[config.mk]
export PLATFORM = sky130hd
export DESIGN_NAME = cfb_ram
export DESIGN_NICKNAME = d
export VERILOG_FILES = /design/src/design/cfb_ram.sv
export SDC_FILE = /design/constraint.sdc
export NUM_CORES = 2
export LEC_CHECK = 0
export ABC_CLOCK_PERIOD_IN_PS = 3500
export BUFFER_PORTS_ARGS = -buffer_cell sky130_fd_sc_hd__buf_4
export CAP_MARGIN = 30
export CORE_UTILIZATION = 50
export CTS_CLUSTER_DIAMETER = 200
export CTS_CLUSTER_SIZE = 8
export DETAILED_ROUTE_END_ITERATION = 16
export PLACE_DENSITY = 0.71
export SLEW_MARGIN = 20
export SYNTH_ARGS = -nofsm -noshare
export SYNTH_HDL_FRONTEND = slang
export SYNTH_SLANG_ARGS = --single-unit
export TNS_END_PERCENT = 20
[constraint.sdc]
create_clock -name clock -period 3.5 [get_ports clock]
set_input_delay 0 -clock clock [delete_from_list [all_inputs] [get_ports clock]]
set_output_delay 0 -clock clock [all_outputs]
set_load 0.01 [all_outputs]
[src/design/cfb_ram.sv]
// Generic single-write, single-read synchronous RAM with registered read data.
// No dependencies.
`default_nettype none

module cfb_ram #(
   parameter int WIDTH = 32,
   parameter int DEPTH = 128
) (
   input  wire logic                     clock,
   input  wire logic                     we,
   input  wire logic [$clog2(DEPTH)-1:0] waddr,
   input  wire logic [WIDTH-1:0]         wdata,
   input  wire logic                     re,
   input  wire logic [$clog2(DEPTH)-1:0] raddr,
   output logic      [WIDTH-1:0]         rdata_ff
);

   logic [WIDTH-1:0] mem_ff [DEPTH];

   always_ff @(posedge clock) begin
      if (we) begin
         mem_ff[waddr] <= wdata;
      end
      if (re) begin
         rdata_ff <= mem_ff[raddr];
      end
   end

endmodule

`default_nettype wire

# Word level (Yosys, flattened, before mapping)
# Memories as Yosys holds them, arrays and structs flattened. A register that Yosys moved wholly into a read port is not among the register bits.
# Cells that the tools add are included.
# op_classes
shift	0
n_reduce_logical	0
bitwise	0
mul	0
n_lt_le_gt_ge	0
n_eq_ne	0
muxes	2
div	0
addsub	0
# op_table
operator	n
$mux W1	2
# totals
regBits	0
mem_bits_ro	0
ramBits	4096
latchBits	0
memories	1
output_inout_bits	32
word_cells	3
# mem_list
name	words	word_bits	read_ports	rd_clocked_by_memory_dff	wr	line	source
mem_ff	128	32	1	1	1	18	logic [WIDTH-1:0] mem_ff [DEPTH];

# Depth between registers and ports, before layout
# logic_depth
depth_word	2
ltp_mapped	8

# Worst setup path after synthesis
# Ideal clock, no wire load.
# synth_timing
path_kind	input to register
startpoint	input port we
endpoint	memory mem_ff[98][0], enable pin
t_arrival_ns	2.778
path_slack_ns	0.261
required_ns	3.039
n_path_buf	1
stages	3
cell_sequence	clkbuf_1 -> nand4_1 -> nor3_1
# synth_between
elab_chain_len	2
# synth_rtl
item	line	source
start, declared	10	input wire logic we,
$mux W1	21	if (we) begin
$mux W1 (implied by the code)	22	mem_ff[waddr] <= wdata;
end, declared	18	
# Every way passes these cells.

==> impl_results.md <==
* F_max at 303 MHz
* Netlist Area Pre-Place at 157000 sq um
* Leakage Power at 57.2 nW
* Initial detailed-routing violation count at 11600
* Worst R2R Setup Slack at 0.20 ns
* Total global routing track utilization at 0.272
* Hold_ws at -0.00342 ns
* Final ANT Viol Nets at 0
* Initial Util at 0.502
* CTS clock-pin slew for the worst setup and hold paths at 0.05 ns
* Number of remaining DRC errors at 0
* Number of maximum-capacitance violations at 0
* Peak VDD IR at 0.471 mV
* Max Transition Viols Final at 0
* Clock Latency Late Sink at 1.04 ns
* Number of buffer cells added on primary ports at 80
* Clock tree from TritonCTS: yes
* Post-route clock skew at 0.0604 ns
* Final Cycle Share at 0.942
* Number of failing setup endpoints in the final timing report at 0
* Worst-path maximum fanout at 1
* Cell types with the highest counts after synthesis: sky130_fd_sc_hd__edfxtp_1 (4128), sky130_fd_sc_hd__mux4_2 (1344), sky130_fd_sc_hd__clkbuf_1 (182)
* First-pass GRT wire length at 591000 um
* Clock network fraction of total power at 0.452
* Most common flop cell mapped by yosys: sky130_fd_sc_hd__edfxtp_1
* Largest net degree at the start of global routing at 98
* Hold buffer count at CTS at 56
* Slew at the pin closest to its max-slew limit at 1.06 ns
* Failing checks: negative hold slack
* Die X-Extent at 562 um
* Row cnt at 205
* Setup Buffers After CTS at 0
* Final hold violation count at 8
* Proportion of power drawn by combinational gates at 0.051
* Number of instances resized during post-cts repair at 0
* CTS max path bufs at 4
* Switching part of the total power at 0.213
* H-tree levels at 6
* Post-Route WL at 429000 um
* Setup Crit Path Kind: flip-flop to flip-flop
* Mean Syn Cell Area at 26.1 sq um
* Arrival time of data at the critical path endpoint at 4.06 ns
* Area of the core at 312000 sq um
* Async set or reset register ratio after synthesis at 0
* Setup crit end kind: flip-flop
* Total Negative Setup Slacks at 0 ns
* Power per unit of standard cell area at 602 nW/um^2
* Worst r2r src: mem_ff[117][13]
* CTS root buf: sky130_fd_sc_hd__clkbuf_16
* Overall via count from detail_route at 74200
* Largest area contributor in the synthesized netlist: sky130_fd_sc_hd__edfxtp_1
* Power Internal at 0.0870 W
* Number of cells on the worst hold path at 2
* Total gr overflow at 0
* Post-layout total power at 0.111 W
* Drt first pass iters at 5
* Vias per Instance at 6.73
* Die footprint at 315000 sq um
* Kind of start point of the critical path: flip-flop
* Wirelength per Cell at 38.9 um
* Cell with the most instances after synthesis: sky130_fd_sc_hd__edfxtp_1
* Cell count after synthesis at 5990
* Layout fillers at 20500
* Total number of nets in the final design at 6890
* Top cells by area, synth: sky130_fd_sc_hd__edfxtp_1 (79%), sky130_fd_sc_hd__mux4_2 (19%), sky130_fd_sc_hd__clkbuf_1 (0.44%)
* Total number of clock tree sinks at 4128
* Final Wtd Congestion at 0.856
* Worst slew slack as a fraction of its limit at 0.293
* Number of distinct library cell variants in the gate-level netlist after synthesis at 16
* CP Capture Point: rdata_ff[13]
* Antenna violations before repair at 59
* Sequential fraction of design power at 0.497
* Shortest clock period the worst path allows after layout at 3.30 ns
* Share of layout cells above drive strength 1 at 0.388
* Flip-flop and latch count after synthesis at 4128
* Crit path required time at 4.27 ns
* R2r endpoint: rdata_ff[13]
* Crit path from: mem_ff[117][13]
* Unrepaired setup endpoints after global routing: false
* Via count of the first global-routing pass at 76000
* Number of enable-type register cells in the synthesized netlist at 4128
* Min-delay worst type: input pin to flip-flop
* Number of synthesis warnings at 0
* Sw Pwr at 0.0236 W
* Growth of design area from synthesis to finish at 17.4%
* Fraction of post-synthesis cell area in the top cell type by area at 0.792
* Number of cells traversed by the worst register-to-register path at 5
* Net Count, Synth at 6039
* Portion of the post-synthesis area used by sequential elements at 0.792
* Status: finished with violations
* Clock buffer count from CTS at 585
* I/O pins at 81
* Height of the die at 562 um
* Half-perimeter wire length of the detailed placement result at 235000 um
metal layers:
| metal | part of all wire | track usage |
|---|---|---|
| met1 | 0.35 | 0.364 |
| met2 | 0.48 | 0.431 |
| met3 | 0.12 | 0.0614 |
| met4 | 0.050 | 0.124 |
| met5 | 0.00047 | 0 |
sequential cells by signal (all words and copies together), names as in the netlist:
name	flops
mem_ff	4096
rdata_ff	32
cells by family after synthesis:
group / count (synthesis) / synth area share
buffers and inverters: 316 / 0.00837
flip-flops: 4128 / 0.792
multiplexers: 1376 / 0.196
AND/OR/NAND/NOR: 170 / 0.00445
cells in the final DEF (no fill, tap or decap):
cell type                       count
sky130_fd_sc_hd__inv_16             8
sky130_fd_sc_hd__buf_16            12
sky130_fd_sc_hd__or3_1              1
sky130_fd_sc_hd__nand2_1           11
sky130_fd_sc_hd__buf_6              1
sky130_fd_sc_hd__nand4_1            3
sky130_fd_sc_hd__nand3_2            4
sky130_fd_sc_hd__buf_8              3
sky130_fd_sc_hd__clkinv_8           7
sky130_fd_sc_hd__buf_12           141
sky130_fd_sc_hd__mux4_2          1344
sky130_fd_sc_hd__nand3_1            8
sky130_fd_sc_hd__edfxtp_1        4128
sky130_fd_sc_hd__buf_4            367
sky130_fd_sc_hd__nor2b_1            7
sky130_fd_sc_hd__clkbuf_16        595
sky130_fd_sc_hd__mux2_2            32
sky130_fd_sc_hd__diode_2            7
sky130_fd_sc_hd__nor2_1             3
sky130_fd_sc_hd__nand2_2            3
sky130_fd_sc_hd__dlygate4sd3_1     56
sky130_fd_sc_hd__nor3_2             9
sky130_fd_sc_hd__inv_6             11
sky130_fd_sc_hd__nand2b_1           2
sky130_fd_sc_hd__nor2_4           119
sky130_fd_sc_hd__clkinv_16         18
worst min-delay path by stage:
stage / from / end
finish: wdata[27] / mem_ff[101][27]
detailed placement: wdata[13] / mem_ff[114][13]
CTS: wdata[26] / mem_ff[84][26]
global placement: rdata_ff[5] / rdata_ff[5]
floorplan: wdata[0] / mem_ff[0][0]
global route: wdata[27] / mem_ff[101][27]
power by group through the flow:
stage                     clock [W]  sequential [W]  combinational [W]
after CTS                    0.0504          0.0550            0.00555
final                        0.0500          0.0550            0.00563
after floorplan                   0          0.0558            0.00263
after detailed placement          0          0.0559            0.00543
after global routing         0.0522          0.0549            0.00578
after global placement            0          0.0559            0.00531
stage by stage:
stage,hold slack [ns],utilization,cell area (sq um),instances,setup slack [ns]
after global routing,0.0143,0.590,184000,11000,0.181
after floorplan,0.0989,-,157000,5990,0.261
final,-0.00342,0.590,184000,11000,0.203
after CTS,0.00968,0.589,183000,11000,0.226
after global placement,0.521,0.536,167000,10300,0.155
after detailed placement,0.481,0.536,167000,10300,0.156
critical path, stage by stage (launching register included):
cell	delay, ns
sky130_fd_sc_hd__edfxtp_1	0.39
sky130_fd_sc_hd__mux4_2	0.49
sky130_fd_sc_hd__mux4_2	0.58
sky130_fd_sc_hd__mux4_2	0.71
sky130_fd_sc_hd__mux2_2	0.34
sky130_fd_sc_hd__dlygate4sd3_1	0.55
layout make-up:
class                   instances  area, sq um  share of cell area
flip-flops and latches       4128       124000               0.675
repair buffers                580         6530              0.0355
well taps                    4140         5180              0.0282
clock buffers                 595        14900              0.0810
diodes                          7         17.5           0.0000953
multi-input cells            1546        32300               0.176
clock inverters                44          911             0.00496
No activity file was read; power rests on OpenSTA's default activity.
