File: config.mk
export PLATFORM = sky130hd
export DESIGN_NAME = cfb_ctrl
export DESIGN_NICKNAME = d
export VERILOG_FILES = /design/src/design/cfb_pkg.sv /design/src/design/cfb_ctrl.sv
export SDC_FILE = /design/constraint.sdc
export NUM_CORES = 1
export LEC_CHECK = 0
export BUFFER_PORTS_ARGS = -buffer_cell sky130_fd_sc_hd__buf_2
export CORE_UTILIZATION = 61
export CTS_BUF_LIST = sky130_fd_sc_hd__clkbuf_4
export CTS_CLUSTER_SIZE = 14
export DETAILED_ROUTE_END_ITERATION = 8
export PLACE_DENSITY = 0.85
export SYNTH_ARGS = -nofsm -noshare
export SYNTH_HDL_FRONTEND = slang
export SYNTH_SLANG_ARGS = --single-unit
File: constraint.sdc
create_clock -name clock -period 8.05 [get_ports clock]
set_input_delay 1.61 -clock clock [delete_from_list [all_inputs] [get_ports clock]]
set_output_delay 1.61 -clock clock [all_outputs]
set_load 0.01 [all_outputs]
File: src/design/cfb_pkg.sv
// Shared types and constants for the closable channel FIFO bank.
// Used by cfb_ctrl and the top level; no dependencies of its own.
`default_nettype none

package cfb_pkg;

   localparam int NUM_CHANNELS  = 8;
   localparam int CHANNEL_DEPTH = 16;
   localparam int WORD_BITS     = 32;

   localparam int CH_BITS    = $clog2(NUM_CHANNELS);
   localparam int PTR_BITS   = $clog2(CHANNEL_DEPTH);
   localparam int CNT_BITS   = $clog2(CHANNEL_DEPTH + 1);
   localparam int ADDR_BITS  = CH_BITS + PTR_BITS;
   localparam int STORE_SIZE = NUM_CHANNELS * CHANNEL_DEPTH;

   typedef enum logic [2:0] {
      OP_OPEN   = 3'd0,
      OP_SEND   = 3'd1,
      OP_RECV   = 3'd2,
      OP_POLL   = 3'd3,
      OP_CLOSE  = 3'd4,
      OP_SELECT = 3'd5
   } op_type;

   typedef enum logic [1:0] {
      ST_OK     = 2'd0,
      ST_BLOCK  = 2'd1,
      ST_CLOSED = 2'd2,
      ST_EMPTY  = 2'd3
   } status_type;

   typedef struct packed {
      logic                 we;
      logic [ADDR_BITS-1:0] waddr;
      logic [WORD_BITS-1:0] wdata;
      logic                 re;
      logic [ADDR_BITS-1:0] raddr;
   } mem_req_type;

   typedef struct packed {
      logic               valid;
      status_type         status;
      logic               pop;
      logic [CH_BITS-1:0] chan;
   } result_type;

   function automatic logic [PTR_BITS-1:0] advance(input logic [PTR_BITS-1:0] ptr,
                                                  input logic [CNT_BITS-1:0] cap);
      logic [CNT_BITS-1:0] nxt;
      nxt = CNT_BITS'(ptr) + CNT_BITS'(1);
      return (nxt >= cap) ? '0 : nxt[PTR_BITS-1:0];
   endfunction

endpackage

`default_nettype wire

File: src/design/cfb_ctrl.sv
// Per-channel ring control: pointers, fill counts, capacities, closed flags.
// Decodes one operation per cycle into a word-store access and a result tag. Uses cfb_pkg.
`default_nettype none

module cfb_ctrl (
   input  wire logic                          clock,
   input  wire logic                          reset,
   input  wire logic                          accept,
   input  wire logic [2:0]                    opcode,
   input  wire logic [2:0]                    channel_id,
   input  wire logic [cfb_pkg::WORD_BITS-1:0] write_value,
   input  wire logic [4:0]                    open_capacity,
   input  wire logic [7:0]                    select_mask,
   output cfb_pkg::mem_req_type               mem_req,
   output cfb_pkg::result_type                result
);

   localparam int NCH = cfb_pkg::NUM_CHANNELS;

   logic [cfb_pkg::PTR_BITS-1:0] rd_ptr_ff [NCH];
   logic [cfb_pkg::PTR_BITS-1:0] rd_ptr_in [NCH];
   logic [cfb_pkg::PTR_BITS-1:0] wr_ptr_ff [NCH];
   logic [cfb_pkg::PTR_BITS-1:0] wr_ptr_in [NCH];
   logic [cfb_pkg::CNT_BITS-1:0] fill_ff   [NCH];
   logic [cfb_pkg::CNT_BITS-1:0] fill_in   [NCH];
   logic [cfb_pkg::CNT_BITS-1:0] cap_ff    [NCH];
   logic [cfb_pkg::CNT_BITS-1:0] cap_in    [NCH];
   logic [NCH-1:0]               closed_ff, closed_in;
   logic [NCH-1:0]               nonempty_ff, nonempty_in;

   logic                         ch_ok;
   logic [cfb_pkg::CH_BITS-1:0]  ch;
   logic [NCH-1:0]               cand;
   logic                         sel_any;
   logic [cfb_pkg::CH_BITS-1:0]  sel_ch;
   logic                         do_pop;
   logic [cfb_pkg::CH_BITS-1:0]  pop_ch;
   logic [cfb_pkg::CNT_BITS-1:0] new_cap;
   cfb_pkg::op_type              op;

   assign op      = cfb_pkg::op_type'(opcode);
   assign ch_ok   = int'(channel_id) < NCH;
   assign ch      = channel_id[cfb_pkg::CH_BITS-1:0];
   assign cand    = select_mask[NCH-1:0] & nonempty_ff;
   assign sel_any = |cand;

   always_comb begin
      sel_ch = '0;
      for (int i = NCH - 1; i >= 0; i--) begin
         if (cand[i]) begin
            sel_ch = cfb_pkg::CH_BITS'(i);
         end
      end
   end

   always_comb begin
      if (open_capacity == '0 || int'(open_capacity) > cfb_pkg::CHANNEL_DEPTH) begin
         new_cap = cfb_pkg::CNT_BITS'(cfb_pkg::CHANNEL_DEPTH);
      end else begin
         new_cap = cfb_pkg::CNT_BITS'(open_capacity);
      end
   end

   always_comb begin
      rd_ptr_in     = rd_ptr_ff;
      wr_ptr_in     = wr_ptr_ff;
      fill_in       = fill_ff;
      cap_in        = cap_ff;
      closed_in     = closed_ff;
      nonempty_in   = nonempty_ff;
      mem_req       = '0;
      mem_req.wdata = write_value;
      result        = '0;
      result.valid  = accept;
      result.status = cfb_pkg::ST_OK;
      do_pop        = 1'b0;
      pop_ch        = ch;

      if (accept) begin
         unique case (op)
            cfb_pkg::OP_OPEN: begin
               if (ch_ok) begin
                  rd_ptr_in[ch]   = '0;
                  wr_ptr_in[ch]   = '0;
                  fill_in[ch]     = '0;
                  cap_in[ch]      = new_cap;
                  closed_in[ch]   = 1'b0;
                  nonempty_in[ch] = 1'b0;
               end
            end
            cfb_pkg::OP_SEND: begin
               if (!ch_ok || closed_ff[ch]) begin
                  result.status = cfb_pkg::ST_CLOSED;
               end else if (fill_ff[ch] >= cap_ff[ch]) begin
                  result.status = cfb_pkg::ST_BLOCK;
               end else begin
                  mem_req.we      = 1'b1;
                  mem_req.waddr   = {ch, wr_ptr_ff[ch]};
                  wr_ptr_in[ch]   = cfb_pkg::advance(wr_ptr_ff[ch], cap_ff[ch]);
                  fill_in[ch]     = fill_ff[ch] + cfb_pkg::CNT_BITS'(1);
                  nonempty_in[ch] = 1'b1;
               end
            end
            cfb_pkg::OP_RECV: begin
               if (ch_ok && nonempty_ff[ch]) begin
                  do_pop = 1'b1;
               end else if (!ch_ok || closed_ff[ch]) begin
                  result.status = cfb_pkg::ST_CLOSED;
               end else begin
                  result.status = cfb_pkg::ST_BLOCK;
               end
            end
            cfb_pkg::OP_POLL: begin
               if (ch_ok && nonempty_ff[ch]) begin
                  do_pop = 1'b1;
               end else begin
                  result.status = cfb_pkg::ST_EMPTY;
               end
            end
            cfb_pkg::OP_CLOSE: begin
               if (ch_ok) begin
                  closed_in[ch] = 1'b1;
               end
            end
            cfb_pkg::OP_SELECT: begin
               pop_ch      = sel_ch;
               result.chan = sel_ch;
               if (sel_any) begin
                  do_pop = 1'b1;
               end else begin
                  result.status = cfb_pkg::ST_EMPTY;
               end
            end
            default: begin
            end
         endcase
      end

      // Dequeue: issue the store read now, the word appears with the result strobe
      if (do_pop) begin
         result.pop          = 1'b1;
         mem_req.re          = 1'b1;
         mem_req.raddr       = {pop_ch, rd_ptr_ff[pop_ch]};
         rd_ptr_in[pop_ch]   = cfb_pkg::advance(rd_ptr_ff[pop_ch], cap_ff[pop_ch]);
         fill_in[pop_ch]     = fill_ff[pop_ch] - cfb_pkg::CNT_BITS'(1);
         nonempty_in[pop_ch] = fill_ff[pop_ch] != cfb_pkg::CNT_BITS'(1);
      end
   end

   always_ff @(posedge clock) begin
      if (reset) begin
         for (int i = 0; i < NCH; i++) begin
            rd_ptr_ff[i] <= '0;
            wr_ptr_ff[i] <= '0;
            fill_ff[i]   <= '0;
            cap_ff[i]    <= cfb_pkg::CNT_BITS'(cfb_pkg::CHANNEL_DEPTH);
         end
         closed_ff   <= '0;
         nonempty_ff <= '0;
      end else begin
         rd_ptr_ff   <= rd_ptr_in;
         wr_ptr_ff   <= wr_ptr_in;
         fill_ff     <= fill_in;
         cap_ff      <= cap_in;
         closed_ff   <= closed_in;
         nonempty_ff <= nonempty_in;
      end
   end

   a_nonempty_tracks_fill: assert property (@(posedge clock) disable iff (reset)
      nonempty_ff[ch] == (fill_ff[ch] != '0))
      else $error("nonempty flag disagrees with fill count");

   a_fill_within_cap: assert property (@(posedge clock) disable iff (reset)
      fill_ff[ch] <= cap_ff[ch])
      else $error("fill count above channel capacity");

   a_send_fills: assert property (@(posedge clock) disable iff (reset)
      mem_req.we |=> nonempty_ff[$past(ch)])
      else $error("stored word left channel marked empty");

   a_no_rw_conflict: assert property (@(posedge clock) disable iff (reset)
      !(mem_req.we && mem_req.re))
      else $error("store written and read by one operation");

endmodule

`default_nettype wire

Word-level counts from Yosys, hierarchy flattened
Index checks and enable logic that the tools add are counted.
{"block": "totals", "regBits": 160, "input_bits": 54, "output_inout_bits": 55}
{"block": "op_classes", "addsub": 4, "order_cmp": 12, "eq_ne": 8, "muxes": 90, "bitwise": 13, "reduce_logical": 14}
{"operator": "$mux 32", "count": 5}
{"operator": "$mux 40", "count": 4}
{"operator": "$bwmux 40", "count": 3}
{"operator": "$pmux 40 s2", "count": 1}
{"operator": "$mux 8", "count": 9}
{"operator": "$and 32x32->32", "count": 2}
{"operator": "$bwmux 32", "count": 2}
{"operator": "$pmux 32 s2", "count": 1}
{"operator": "$bmux 5 s3", "count": 4}
{"operator": "$mux 5", "count": 11}
{"operator": "$and 40x40->40", "count": 1}
{"operator": "$not 40->40", "count": 1}
{"operator": "$mux 3", "count": 12}
{"operator": "$mux 4", "count": 8}
{"operator": "$not 32->32", "count": 1}
{"operator": "$pmux 8 s2", "count": 2}
{"operator": "$demux 5 s3", "count": 2}
{"operator": "$and 8x8->8", "count": 3}
{"operator": "$bmux 4 s3", "count": 2}
{"operator": "$demux 4 s3", "count": 2}
{"operator": "$or 8x8->8", "count": 2}
{"operator": "$ge 5x5->1", "count": 3}
{"operator": "$mux 2", "count": 6}
{"operator": "$add 4x1->5 const B", "count": 2}
{"operator": "other kinds (29)", "count": 52}

Logic depth before layout (Yosys ltp)
{"block": "logic_depth", "word_depth": 20, "mapped_depth": 21, "depth_no_buf": 17}

Worst setup path after synthesis
Ideal clock, no wire load.
{"block": "synth_path", "path_kind": "input port to output port", "start": "in channel_id[0]", "end": "out mem_req[44] (netlist bit)", "arrival_ps": 5121, "required_ps": 6440, "setup_slack_ps": 1319, "stages": 17, "n_path_buf": 7, "path_cell_list": "buf_4 > buf_2 > buf_4 > buf_4 > clkbuf_1 > or3_1 > clkbuf_1 > o22ai_1 > or4_1 > ha_1 > a21o_1 > a21o_1 > a311o_1 > or2_1 > buf_2 > inv_2 > and2_1"}
{"item": "start, declared", "line_no": "cfb_ctrl.sv:10", "source": "input wire logic [2:0] channel_id,"}
{"item": "end, declared", "line_no": "cfb_ctrl.sv:14", "source": "output cfb_pkg::mem_req_type mem_req,"}

==> run summary <==
The flow ran to the end, and the final reports show no timing, DRC or antenna violations. The final clock period utilization by the worst path was 87.7%; the register-to-register setup slack was 2.78 ns. The initial antenna violation count is 1, and the maximum resistive drop on vdd is 0.190 mV. The count of mapped cells out of synthesis is 1213.

After routing, the total negative slack on setup checks comes to 0 ns. Before CTS, the worst setup slack after placement is 1.07 ns. The routed design could run at a clock period as short as 7.06 ns. For the hold violation count in the final report, the log shows 0. The run gives 0 as the final routed DRC violation total.

The logs give 16200 um^2 for the area of the die and 3.53 nW for the static leakage. After global routing the overflow that remains totals 0. The most frequent cell after synthesis was sky130_fd_sc_hd__nand2_1. In the post-synthesis netlist, the biggest area contributors are sky130_fd_sc_hd__dfxtp_1 33%, sky130_fd_sc_hd__nand2_1 7.1%, sky130_fd_sc_hd__a21oi_1 6.1%. The source of the worst register-to-register timing path was nonempty_ff[3]$_SDFF_PP0_. The share of the Yosys chip area taken by registers is 33.4%. The share of post-route cells with drive strength above 1 works out to 12.2%. sky130_fd_sc_hd__dfxtp_1 takes more of the synthesized area than any other cell. Die outline width: 127 um. By startpoint and endpoint, the worst setup path is classified as input pin to output port. For the worst setup path, the data required time is 6.44 ns. TritonCTS built the clock tree.

For this run, the top clock speed supported by timing is 0.142 GHz. Synthesis produced a netlist with a net count of 1288. Worst min-delay path class: flip-flop to flip-flop.

After clock tree synthesis, the clock-pin slew on the worst setup and hold paths is 0.13 ns. From synthesis to final layout, the design area changed by 3.07%. Data arrives at the worst endpoint at 5.45 ns.

For this run, the post-layout net count is 1251. In this run the deepest clock path goes through 2 buffers. Net switching is 31.1% of the power. The top-area cell type share of the netlist area was 33.4%.

The logs give 1401 for the final non-filler cell total and 27.5% for the worst slew slack as a fraction of its limit. After synthesis, the share of flip-flops with an asynchronous set or reset is 0%. In this run the cell area of the synthesized design comes to 9600 um^2. The initial utilization of the core area, before any placement, comes to 62.9%. Yosys mapped a number of flops with a built-in enable equal to 0.

Power comes to 1.58 mW. Along the worst hold path, the cell count comes to 2. The worst setup path is captured at an output port. The first-pass GRT wire length was 51.5 mm; the detailed placement HPWL was 23.9 mm. STA classifies the critical path startpoint as an input pin.

In this run the standard cell core region covers 15300 um^2. The run gives 0 as the number of max-capacitance violations reported. The worst hold path begins at wr_ptr_ff[4]$_SDFFE_PP0P_. The number of buffers inserted by port buffering is 44, and the worst clock skew is 0.0252 ns. The filler cell count was 1339; the power density over the cells was 159 nW/um^2. In this run the mean area of a mapped cell was 7.92 um^2.

After synthesis, the netlist uses 85 different library cells. Routability-driven placement finished with a final weighted congestion of 1.00. The first detailed-routing pass ran for 8 iterations. The wire length per cell after detailed routing is 24.3 um, and the post-detailed-routing wire length is 34.1 mm. After detailed routing, the number of vias per cell comes to 7.09.

Summed over all nets, the switching power comes to 0.491 mW. Height of the chip: 127 um. Across all setup checks in the final design, the least slack found is 0.992 ns. Of all nets on the critical path, the largest fanout is 29. For the worst-skew pair, the clock arrives at the later sink with an insertion delay of 0.61 ns. For the quantity of hold-fixing buffers added after cts, the log shows 0.

Entering global routing, the biggest net connects 97 pins. Sequential cells burn 50.5% of the power. Combinational logic burns 15.5% of the power.

The slew at the pin with the worst max-slew slack is 1.09 ns. The destination of the worst hold path is wr_ptr_ff[4]$_SDFFE_PP0P_. The count of standard-cell rows is 45. In this run, the number of DRC markers left after iteration 0 of detailed routing was 1448. Counting instances in the post-synthesis netlist gives the leading cell types as 182 x sky130_fd_sc_hd__nand2_1, 160 x sky130_fd_sc_hd__dfxtp_1, 118 x sky130_fd_sc_hd__a21oi_1. The internal portion of the total power is 1.09 mW. For the part of the total power dissipated in the clock network, the log shows 34.0%. In this run the critical register-to-register path is captured at rd_ptr_ff[14]$_SDFF_PP0_.

The number of sinks on the clock net is 160, and the post-route cell area is 9900 um^2. For this run, the number of Yosys warnings is 0. The final setup violation count came out at 0. In this run the clock root is driven by a sky130_fd_sc_hd__clkbuf_4. The count of nets left with antenna violations after detail routing was 0. For the max-slew violation count, the log shows 0. After detailed placement, the total cell area comes to 9590 um^2.

Final hold analysis gives a worst-case slack of 0.464 ns. The clock tree synthesis step divided the H-tree into 4 levels. For the I/O pin count, the log shows 109. Setup repair after global routing left no endpoint under its margin.

Counting cells, the worst reg-to-reg path comes to 16. The number of setup buffers added after CTS is 0. Once placement completed, the tool counted placed cells totaling 1368. For this run, the leading register cell type out of synthesis is sky130_fd_sc_hd__dfxtp_1.

The tools report the total via count in the routed design as 9938. For this run, the total global-route usage over all layers was measured as 42.3%. In this run, CTS created clock tree buffers numbering 17. Cells fill 64.9% of the core in the end.

Once the clock tree was built, the resizer swapped 0 gates to a different size. Counting flops and latches in the post-synthesis netlist gives 160. The via count of the first global-routing pass was 9063.
[power groups by stage]
| stage | sequential [mW] | combinational (mW) | clock, mW |
|---|---|---|---|
| final | 0.797 | 0.244 | 0.537 |
| after global routing | 0.797 | 0.257 | 0.570 |
| after CTS | 0.796 | 0.235 | 0.536 |
| after detailed placement | 0.814 | 0.234 | 0 |
| after global placement | 0.814 | 0.231 | 0 |
| after floorplan | 0.813 | 0.189 | 0 |
[worst max path at each step]
stage	start	endpoint	slack (ns)	depth (start not counted)
after floorplan	channel_id[0]	mem_req[44]	1.32	17
after detailed placement	channel_id[1]	mem_req[44]	1.07	13
final	channel_id[1]	mem_req[44]	0.99	13
after global placement	channel_id[1]	mem_req[44]	1.15	13
after global routing	channel_id[1]	mem_req[44]	0.86	13
after CTS	channel_id[1]	mem_req[44]	1.07	13
[worst max-delay path, cell delays in order]
cell	delay (ns)
sky130_fd_sc_hd__buf_2	0.50
sky130_fd_sc_hd__nor2b_1	0.19
sky130_fd_sc_hd__nand2b_1	0.38
sky130_fd_sc_hd__o22ai_1	0.14
sky130_fd_sc_hd__or4_1	0.60
sky130_fd_sc_hd__ha_1	0.33
sky130_fd_sc_hd__a21o_1	0.16
sky130_fd_sc_hd__a21o_1	0.18
sky130_fd_sc_hd__a311o_1	0.49
sky130_fd_sc_hd__or2_1	0.45
sky130_fd_sc_hd__inv_2	0.16
sky130_fd_sc_hd__and2_1	0.13
sky130_fd_sc_hd__buf_2	0.12
[registers in the layout, summed over array words and instances, names as in the netlist, named ones only]
signal       count
cap_ff          40
fill_ff         40
nonempty_ff      8
rd_ptr_ff       32
wr_ptr_ff       32
[layer usage]
layer | up-vias | wire, um | track usage (%) | part of all wire (%)
met5 | - | 0 | 0 | 0
met4 | 0 | 2480 | 28.0 | 7.3
met3 | 200 | 4320 | 11.3 | 13
met2 | 794 | 14800 | 64.5 | 43
met1 | 4609 | 12600 | 52.7 | 37
li1 | 4335 | - | - | -
[cells in the final DEF, fill, tap and decap left out, types with 8 or more instances in the layout]
master and instances:
sky130_fd_sc_hd__a211o_1 8, sky130_fd_sc_hd__buf_2 43, sky130_fd_sc_hd__o22ai_1 21, sky130_fd_sc_hd__inv_1 14, sky130_fd_sc_hd__a22o_1 8, sky130_fd_sc_hd__and3_1 8, sky130_fd_sc_hd__mux2i_1 34, sky130_fd_sc_hd__o31ai_1 9
sky130_fd_sc_hd__a22oi_1 15, sky130_fd_sc_hd__a21oi_1 118, sky130_fd_sc_hd__and2_1 13, sky130_fd_sc_hd__nand2b_1 11, sky130_fd_sc_hd__a31oi_1 11, sky130_fd_sc_hd__buf_4 24, sky130_fd_sc_hd__nor3_1 20, sky130_fd_sc_hd__o21ai_0 44
sky130_fd_sc_hd__ha_1 21, sky130_fd_sc_hd__nor2_1 103, sky130_fd_sc_hd__a221oi_1 29, sky130_fd_sc_hd__nor2b_1 12, sky130_fd_sc_hd__dfxtp_1 160, sky130_fd_sc_hd__a211oi_1 29, sky130_fd_sc_hd__nand2_1 182, sky130_fd_sc_hd__nand3_1 89
sky130_fd_sc_hd__clkbuf_4 17, sky130_fd_sc_hd__mux4_2 10
[cell type report]
class	instances	area, um^2	area share, %
Multi-Input combinational cell	913	5660	57.2
Sequential cell	160	3200	32.4
Timing Repair Buffer	67	395	3.99
Tap cell	211	264	2.67
Clock inverter	15	183	1.85
Clock buffer	17	128	1.29
Inverter	17	63.8	0.645
Antenna cell	1	2.50	0.0253
[cell families after synthesis]
kind of cell	after synthesis	synth area share, %
AO/OA/AOI/OAI	357	25.2
XOR/XNOR	10	1.26
buffers and inverters	140	7.79
adder cells (fa/ha/maj)	21	2.74
flip-flops	160	33.4
multiplexers	47	6.40
AND/OR/NAND/NOR	478	23.3
No activity file was read; power rests on OpenSTA's default activity.
